===== config.mk =====
export PLATFORM = sky130hd
export DESIGN_NAME = timed_event_priority_queue_unit_flat
export DESIGN_NICKNAME = d
export VERILOG_FILES = /design/src/rtl/tepq_pkg.sv /design/src/rtl/tepq_cmd_if.sv /design/src/rtl/tepq_rsp_if.sv /design/src/rtl/tepq_cell.sv /design/src/rtl/timed_event_priority_queue_unit.sv /design/src/flat_wrapper.sv
export SDC_FILE = /design/constraint.sdc
export NUM_CORES = 2
export LEC_CHECK = 0
export BUFFER_PORTS_ARGS = -buffer_cell sky130_fd_sc_hd__buf_2
export CELL_PAD_IN_SITES_DETAIL_PLACEMENT = 0
export CELL_PAD_IN_SITES_GLOBAL_PLACEMENT = 1
export CORE_AREA = 2 2 352 354
export CTS_CLUSTER_DIAMETER = 60
export DETAILED_ROUTE_END_ITERATION = 10
export DIE_AREA = 0 0 354 356
export GPL_ROUTABILITY_DRIVEN = 0
export MAX_ROUTING_LAYER = met4
export PLACE_DENSITY_LB_ADDON = 0.2
export SLEW_MARGIN = 20
export SYNTH_ARGS = -nofsm -noshare
export SYNTH_HDL_FRONTEND = slang
export SYNTH_HIERARCHICAL = 1
export SYNTH_SLANG_ARGS = --single-unit

===== constraint.sdc =====
create_clock -name clk -period 6.6 [get_ports clk]
set_input_delay 0.99 -clock clk [delete_from_list [all_inputs] [get_ports clk]]
set_output_delay 0.99 -clock clk [all_outputs]
set_load 0.005 [all_outputs]

===== src/rtl/tepq_pkg.sv =====
// Shared types and constants for the timed event priority queue.
package tepq_pkg;

    localparam int EVT_TIME_W = 32;
    localparam int OCC_W      = 5;

    localparam logic OP_INSERT = 1'b0;
    localparam logic OP_POP    = 1'b1;

    typedef struct packed {
        logic                  kind;
        logic                  event_type;
        logic [EVT_TIME_W-1:0] event_time;
    } cmd_item_t;

    typedef struct packed {
        logic                  popped_valid;
        logic                  popped_type;
        logic [EVT_TIME_W-1:0] popped_time;
        logic                  overflow;
        logic                  underflow;
        logic [OCC_W-1:0]      occupancy;
    } rsp_item_t;

    // Per-cycle operation broadcast to every cell.
    typedef struct packed {
        logic ins;
        logic pop;
        logic event_type;
    } cell_op_t;

endpackage


===== src/rtl/tepq_cmd_if.sv =====
// Command channel: valid/ready handshake carrying one insert or pop item.
interface tepq_cmd_if;
    import tepq_pkg::*;

    logic      valid;
    logic      ready;
    cmd_item_t item;

    modport source (output valid, output item, input ready);
    modport sink   (input valid, input item, output ready);
endinterface


===== src/rtl/tepq_rsp_if.sv =====
// Response channel: valid/ready handshake carrying one result item.
interface tepq_rsp_if;
    import tepq_pkg::*;

    logic      valid;
    logic      ready;
    rsp_item_t item;

    modport source (output valid, output item, input ready);
    modport sink   (input valid, input item, output ready);
endinterface


===== src/rtl/tepq_cell.sv =====
// One queue slot: holds an event and does compare-and-shift with its neighbors.
module tepq_cell #(
    parameter int TIME_BITS = 32
) (
    input  logic                  clk,
    input  tepq_pkg::cell_op_t    op,
    input  logic [TIME_BITS-1:0]  new_time,
    input  logic                  occupied,
    input  logic                  left_le,
    input  logic [TIME_BITS-1:0]  left_time,
    input  logic                  left_type,
    input  logic [TIME_BITS-1:0]  right_time,
    input  logic                  right_type,
    output logic                  le,
    output logic [TIME_BITS-1:0]  slot_time,
    output logic                  slot_type
);
    import tepq_pkg::*;

    logic [TIME_BITS-1:0] time_reg;
    logic [TIME_BITS-1:0] time_next;
    logic                 type_reg;
    logic                 type_next;

    // On insert, slot stays put when it holds an event not later than the new one.
    assign le        = occupied && (time_reg <= new_time);
    assign slot_time = time_reg;
    assign slot_type = type_reg;

    always_comb
    begin
        time_next = time_reg;
        type_next = type_reg;
        if (op.pop)
        begin
            time_next = right_time;
            type_next = right_type;
        end
        else if (op.ins && !le)
        begin
            if (left_le)
            begin
                time_next = new_time;
                type_next = op.event_type;
            end
            else
            begin
                time_next = left_time;
                type_next = left_type;
            end
        end
    end

    always_ff @(posedge clk)
    begin
        if (op.ins || op.pop)
        begin
            time_reg <= time_next;
            type_reg <= type_next;
        end
    end

endmodule


===== src/rtl/timed_event_priority_queue_unit.sv =====
// Top level of the timed event priority queue: cell row, count and result register.
//
//   channel | dir | payload                                             | handshake
//   cmd     | in  | kind, event_type, event_time                        | valid/ready
//   rsp     | out | popped_valid/type/time, overflow, underflow, occup. | valid/ready
//
// One item per cycle while cmd.ready is high; its result is registered on accept.
// The rate is set by the compare-and-shift done in every cell at once.
// Reset clears the event count and the result valid; slot contents stay undefined.
// cmd.ready is high while the result register is empty or being taken this cycle.
module timed_event_priority_queue_unit #(
    parameter int QUEUE_DEPTH = 16,
    parameter int TIME_BITS   = 32
) (
    input  logic        clk,
    input  logic        rst_n,
    tepq_cmd_if.sink    cmd,
    tepq_rsp_if.source  rsp
);
    import tepq_pkg::*;

    localparam int CNT_W = $clog2(QUEUE_DEPTH + 1);

    logic [CNT_W-1:0]     count_reg;
    logic [CNT_W-1:0]     count_next;
    logic                 rsp_valid_reg;
    rsp_item_t            rsp_item_reg;
    rsp_item_t            rsp_item_next;

    logic                 accept;
    logic                 full;
    logic                 empty;
    logic [TIME_BITS-1:0] new_time;
    cell_op_t             op;

    logic                 cell_le   [QUEUE_DEPTH];
    logic [TIME_BITS-1:0] cell_time [QUEUE_DEPTH];
    logic                 cell_type [QUEUE_DEPTH];

    assign cmd.ready = !rsp_valid_reg || rsp.ready;
    assign accept    = cmd.valid && cmd.ready;
    assign full      = (count_reg == CNT_W'(QUEUE_DEPTH));
    assign empty     = (count_reg == '0);
    assign new_time  = TIME_BITS'(cmd.item.event_time);

    assign op.ins        = accept && (cmd.item.kind == OP_INSERT) && !full;
    assign op.pop        = accept && (cmd.item.kind == OP_POP) && !empty;
    assign op.event_type = cmd.item.event_type;

    genvar gi;
    generate
        for (gi = 0; gi < QUEUE_DEPTH; gi++)
        begin : g_cell
            logic                 l_le;
            logic [TIME_BITS-1:0] l_time;
            logic                 l_type;
            logic [TIME_BITS-1:0] r_time;
            logic                 r_type;

            if (gi == 0)
            begin : g_head
                assign l_le   = 1'b1;
                assign l_time = new_time;
                assign l_type = cmd.item.event_type;
            end
            else
            begin : g_body
                assign l_le   = cell_le[gi-1];
                assign l_time = cell_time[gi-1];
                assign l_type = cell_type[gi-1];
            end

            if (gi == QUEUE_DEPTH - 1)
            begin : g_tail
                assign r_time = cell_time[gi];
                assign r_type = cell_type[gi];
            end
            else
            begin : g_next
                assign r_time = cell_time[gi+1];
                assign r_type = cell_type[gi+1];
            end

            tepq_cell #(
                .TIME_BITS (TIME_BITS)
            ) u_cell (
                .clk        (clk),
                .op         (op),
                .new_time   (new_time),
                .occupied   (CNT_W'(gi) < count_reg),
                .left_le    (l_le),
                .left_time  (l_time),
                .left_type  (l_type),
                .right_time (r_time),
                .right_type (r_type),
                .le         (cell_le[gi]),
                .slot_time  (cell_time[gi]),
                .slot_type  (cell_type[gi])
            );
        end
    endgenerate

    always_comb
    begin
        count_next = count_reg;
        if (op.ins)
        begin
            count_next = count_reg + CNT_W'(1);
        end
        else if (op.pop)
        begin
            count_next = count_reg - CNT_W'(1);
        end

        rsp_item_next              = '0;
        rsp_item_next.popped_valid = op.pop;
        rsp_item_next.popped_type  = op.pop ? cell_type[0] : 1'b0;
        rsp_item_next.popped_time  = op.pop ? EVT_TIME_W'(cell_time[0]) : '0;
        rsp_item_next.overflow     = (cmd.item.kind == OP_INSERT) && full;
        rsp_item_next.underflow    = (cmd.item.kind == OP_POP) && empty;
        rsp_item_next.occupancy    = OCC_W'(count_next);
    end

    always_ff @(posedge clk or negedge rst_n)
    begin
        if (!rst_n)
        begin
            count_reg     <= '0;
            rsp_valid_reg <= 1'b0;
        end
        else
        begin
            count_reg <= count_next;
            if (accept)
            begin
                rsp_valid_reg <= 1'b1;
            end
            else if (rsp.ready)
            begin
                rsp_valid_reg <= 1'b0;
            end
        end
    end

    // Load the result with each accepted item.
    always_ff @(posedge clk)
    begin
        if (accept)
        begin
            rsp_item_reg <= rsp_item_next;
        end
    end

    assign rsp.valid = rsp_valid_reg;
    assign rsp.item  = rsp_item_reg;

`ifndef SYNTHESIS
    a_count_bound: assert property (@(posedge clk) disable iff (!rst_n)
        count_reg <= CNT_W'(QUEUE_DEPTH))
        else $error("event count beyond queue depth");

    a_insert_grows: assert property (@(posedge clk) disable iff (!rst_n)
        op.ins |=> count_reg == $past(count_reg) + CNT_W'(1))
        else $error("insert did not grow the queue");

    a_pop_head: assert property (@(posedge clk) disable iff (!rst_n)
        op.pop |=> rsp.item.popped_time == EVT_TIME_W'($past(cell_time[0])))
        else $error("pop did not return the head event");

    a_flags_exclusive: assert property (@(posedge clk) disable iff (!rst_n)
        rsp.valid |-> !(rsp.item.popped_valid && (rsp.item.underflow || rsp.item.overflow)))
        else $error("popped entry flagged as error");
`endif

endmodule


===== src/flat_wrapper.sv =====
// flat-port wrapper written by rule: the top's interface ports become plain ports
module timed_event_priority_queue_unit_flat import tepq_pkg::*;
#(
    parameter int QUEUE_DEPTH = 16,
    parameter int TIME_BITS   = 32
)
  (clk, rst_n, cmd_valid, cmd_item, cmd_ready, rsp_valid, rsp_item, rsp_ready);
  tepq_cmd_if cmd_i ();
  tepq_rsp_if rsp_i ();
  input  logic clk;
  input  logic rst_n;
  input wire logic [$bits(cmd_i.valid)-1:0] cmd_valid;
  input wire logic [$bits(cmd_i.item)-1:0] cmd_item;
  output wire logic [$bits(cmd_i.ready)-1:0] cmd_ready;
  output wire logic [$bits(rsp_i.valid)-1:0] rsp_valid;
  output wire logic [$bits(rsp_i.item)-1:0] rsp_item;
  input wire logic [$bits(rsp_i.ready)-1:0] rsp_ready;
  assign cmd_i.valid = cmd_valid;
  assign cmd_i.item = cmd_item;
  assign cmd_ready = cmd_i.ready;
  assign rsp_valid = rsp_i.valid;
  assign rsp_item = rsp_i.item;
  assign rsp_i.ready = rsp_ready;
  timed_event_priority_queue_unit #(.QUEUE_DEPTH(QUEUE_DEPTH), .TIME_BITS(TIME_BITS)) u_core (.clk(clk), .rst_n(rst_n), .cmd(cmd_i), .rsp(rsp_i));
endmodule

==> results.md <==
- Io pins: 81
- HPWL after DPL: 84.7 mm
- Layout cells sized above 1: 9.51%
- Num CTS Buffers: 82
- CP Cell Sequence: buf_2 > inv_1 > ha_1 > nand4_1 > nor2_1 > a221o_1 > a211oi_2 > a31o_2 > buf_4 > mux2i_1 > o21ai_0
- R2r startpoint: u_core/count_reg[0]$_DFF_PN0_
- Die ar.: 126000 um^2
- Antenna viol nets, final: 0
- DR vias: 31200
- CTS tree: yes
- Clk root buf: clkbuf_16
- Gate count after technology mapping: 4290
- Switch share: 36.8%
- Final Skew: 31.2 ps
- Core Rows: 129
- Most frequent cells in the layout: nand2_1, edfxtp_1, inv_1
- GRT Util Overall: 18.6%
- Sink Count: 575
- Setup_tns: 0 ps
- Mean Syn Cell Area: 9.93 um^2
- RR Endpoint: u_core/g_cell[11].u_cell/slot_time[26]$_DFFE_PP_
- RSZ-0062 raised after global routing: false
- Status: complete, no violations
- Clock Tree Buf Depth: 3
- Final count of negative-setup-slack endpoints: 0
- Slowest-stage cell, CP: a31o_2
- Area post-placement: 45100 um^2
- Fmax: 226 MHz
- Max Cap Viol: 0
- Clock Latency Late Sink: 650 ps
- Register area: 17200 um^2
- Net count, final: 4882
- P_int: 0.0107 W
- Origin of the worst setup path: cmd_item[25]
- Final cycle utilization of the critical path: 67.1%
- Layout fillers: 12300
- Starting Density: 34.7%
- Input/output buffers: 80
- CP peak stage delay: 860 ps
- Tmin final: 4430 ps
- Reg2reg setup slack: 2300 ps
- Hold-fix buffers, CTS: 0
- Global-route wire length before repair: 183 mm
- Initial antenna violation count: 0
- First drt pass iteration count: 5
- Resize count post-CTS: 0
- Fin. max-slew vios: 0
- Post-route cell area: 47800 um^2
- Syn nets: 4844
- Pwr/cell area: 353 nW/um^2
- Chip Height: 356 um
- Critical path startpoint category: input port
- Leak Pwr: 20.3 nW
- CP arrival: 4760 ps
- Critical path fanouts, max: 33
- Clk pin slew, worst setup/hold paths: 50 ps
- Min-delay worst type: in -> async
- Number of global-route vias before repair: 32100
- Reg2Reg Depth: 8
- 1st-iter DRT viols: 1863
- Worst Path Required: 6930 ps
- Layout overhead on the synthesized area: 12.3%
- Clk pwr share: 26.9%
- Routed WL: 115 mm
- Multi-input gate area: 22900 um^2
- Number of H-tree levels: 3
- Sequential share of power: 36.5%
- Max reg flops: 512
- Worst setup endpoint: u_core/g_cell[5].u_cell/slot_time[31]$_DFFE_PP_
- Commonest non-fill, non-tap cell in the layout: nand2_1
- Worst vdd rail ir drop: 0.000206 V
- Postcts setup bufs: 0
- Mapped Area: 42600 um^2
- Yosys warnings: 6
- Crit Path Class: in -> reg
- Switching power: 0.00622 W
- Die width: 354 um
- # DRC: 0
- Comb power frac: 36.6%
- Total global routing overflow: 0
- Crit. End Element: flip-flop
- Rel. slew slack: 25.6%
- DR vias/cell: 5.18
- Final hold viol count: 0
- Antenna cells: 0
- Worst slew pin tran: 1120 ps
- Core box area: 123000 um^2
- Drt wl/cell: 19.0 um
- Largest net degree at the start of global routing: 213
-- metrics by stage --
step	hold WS (ps)	total power, W	std cells	util [%]	setup slack (ps)
floorplan	524	0.0107	4290	-	1790
global placement	552	0.0123	5880	36.7	1570
detailed placement	555	0.0125	5881	36.7	1580
CTS	114	0.0171	6031	39.0	2260
global route	147	0.0180	6031	39.0	1980
finish	162	0.0169	6031	39.0	2170
-- how the worst min path moves through the flow --
stage	startpoint	slack [ps]	end
final	rst_n	160	u_core/rsp.valid$_DFFE_PN0P_
after detailed placement	u_core/g_cell[15].u_cell/slot_type$_DFFE_PP_	560	u_core/g_cell[15].u_cell/slot_type$_DFFE_PP_
after global placement	u_core/g_cell[15].u_cell/slot_type$_DFFE_PP_	550	u_core/g_cell[15].u_cell/slot_type$_DFFE_PP_
after global routing	rst_n	150	u_core/rsp.valid$_DFFE_PN0P_
after CTS	rst_n	110	u_core/rsp.valid$_DFFE_PN0P_
after floorplan	u_core/g_cell[0].u_cell/slot_type$_DFFE_PP_	520	u_core/rsp.item[39]$_SDFFCE_PN0N_
-- metal layers --
metal  vias to the layer above  GRT usage (%)  wire, um
met5                         -              -         0
met4                         0           3.97      1620
met3                        95           2.08      4450
met2                       402           30.3     53500
met1                     15000           24.9     55200
li1                      15700              -         -
-- critical path: cells and delay by family --
kind	cells	cell delay (ps)
compound gates	4	1880
simple gates	2	310
fa+ha+maj	1	330
mux	1	200
buf+inv	3	980
-- area by class of cell --
| cell class | instances | share of cell area [%] |
|---|---|---|
| Multi-Input combinational cell | 2996 | 47.9 |
| Sequential cell | 575 | 36.0 |
| Clock inverter | 53 | 1.15 |
| Inverter | 534 | 4.19 |
| Clock buffer | 97 | 4.58 |
| Timing Repair Buffer | 139 | 1.89 |
| Tap cell | 1637 | 4.28 |
-- power groups by stage --
stage	clock, W	sequential, W	combinational, W
2_1_floorplan	0	0.00589	0.00477
3_3_place_gp	0	0.00629	0.00604
3_5_place_dp	0	0.00627	0.00619
4_1_cts	0.00470	0.00621	0.00621
5_1_grt	0.00482	0.00629	0.00691
6_report	0.00455	0.00618	0.00618
Power figures use the tool's default switching activity.
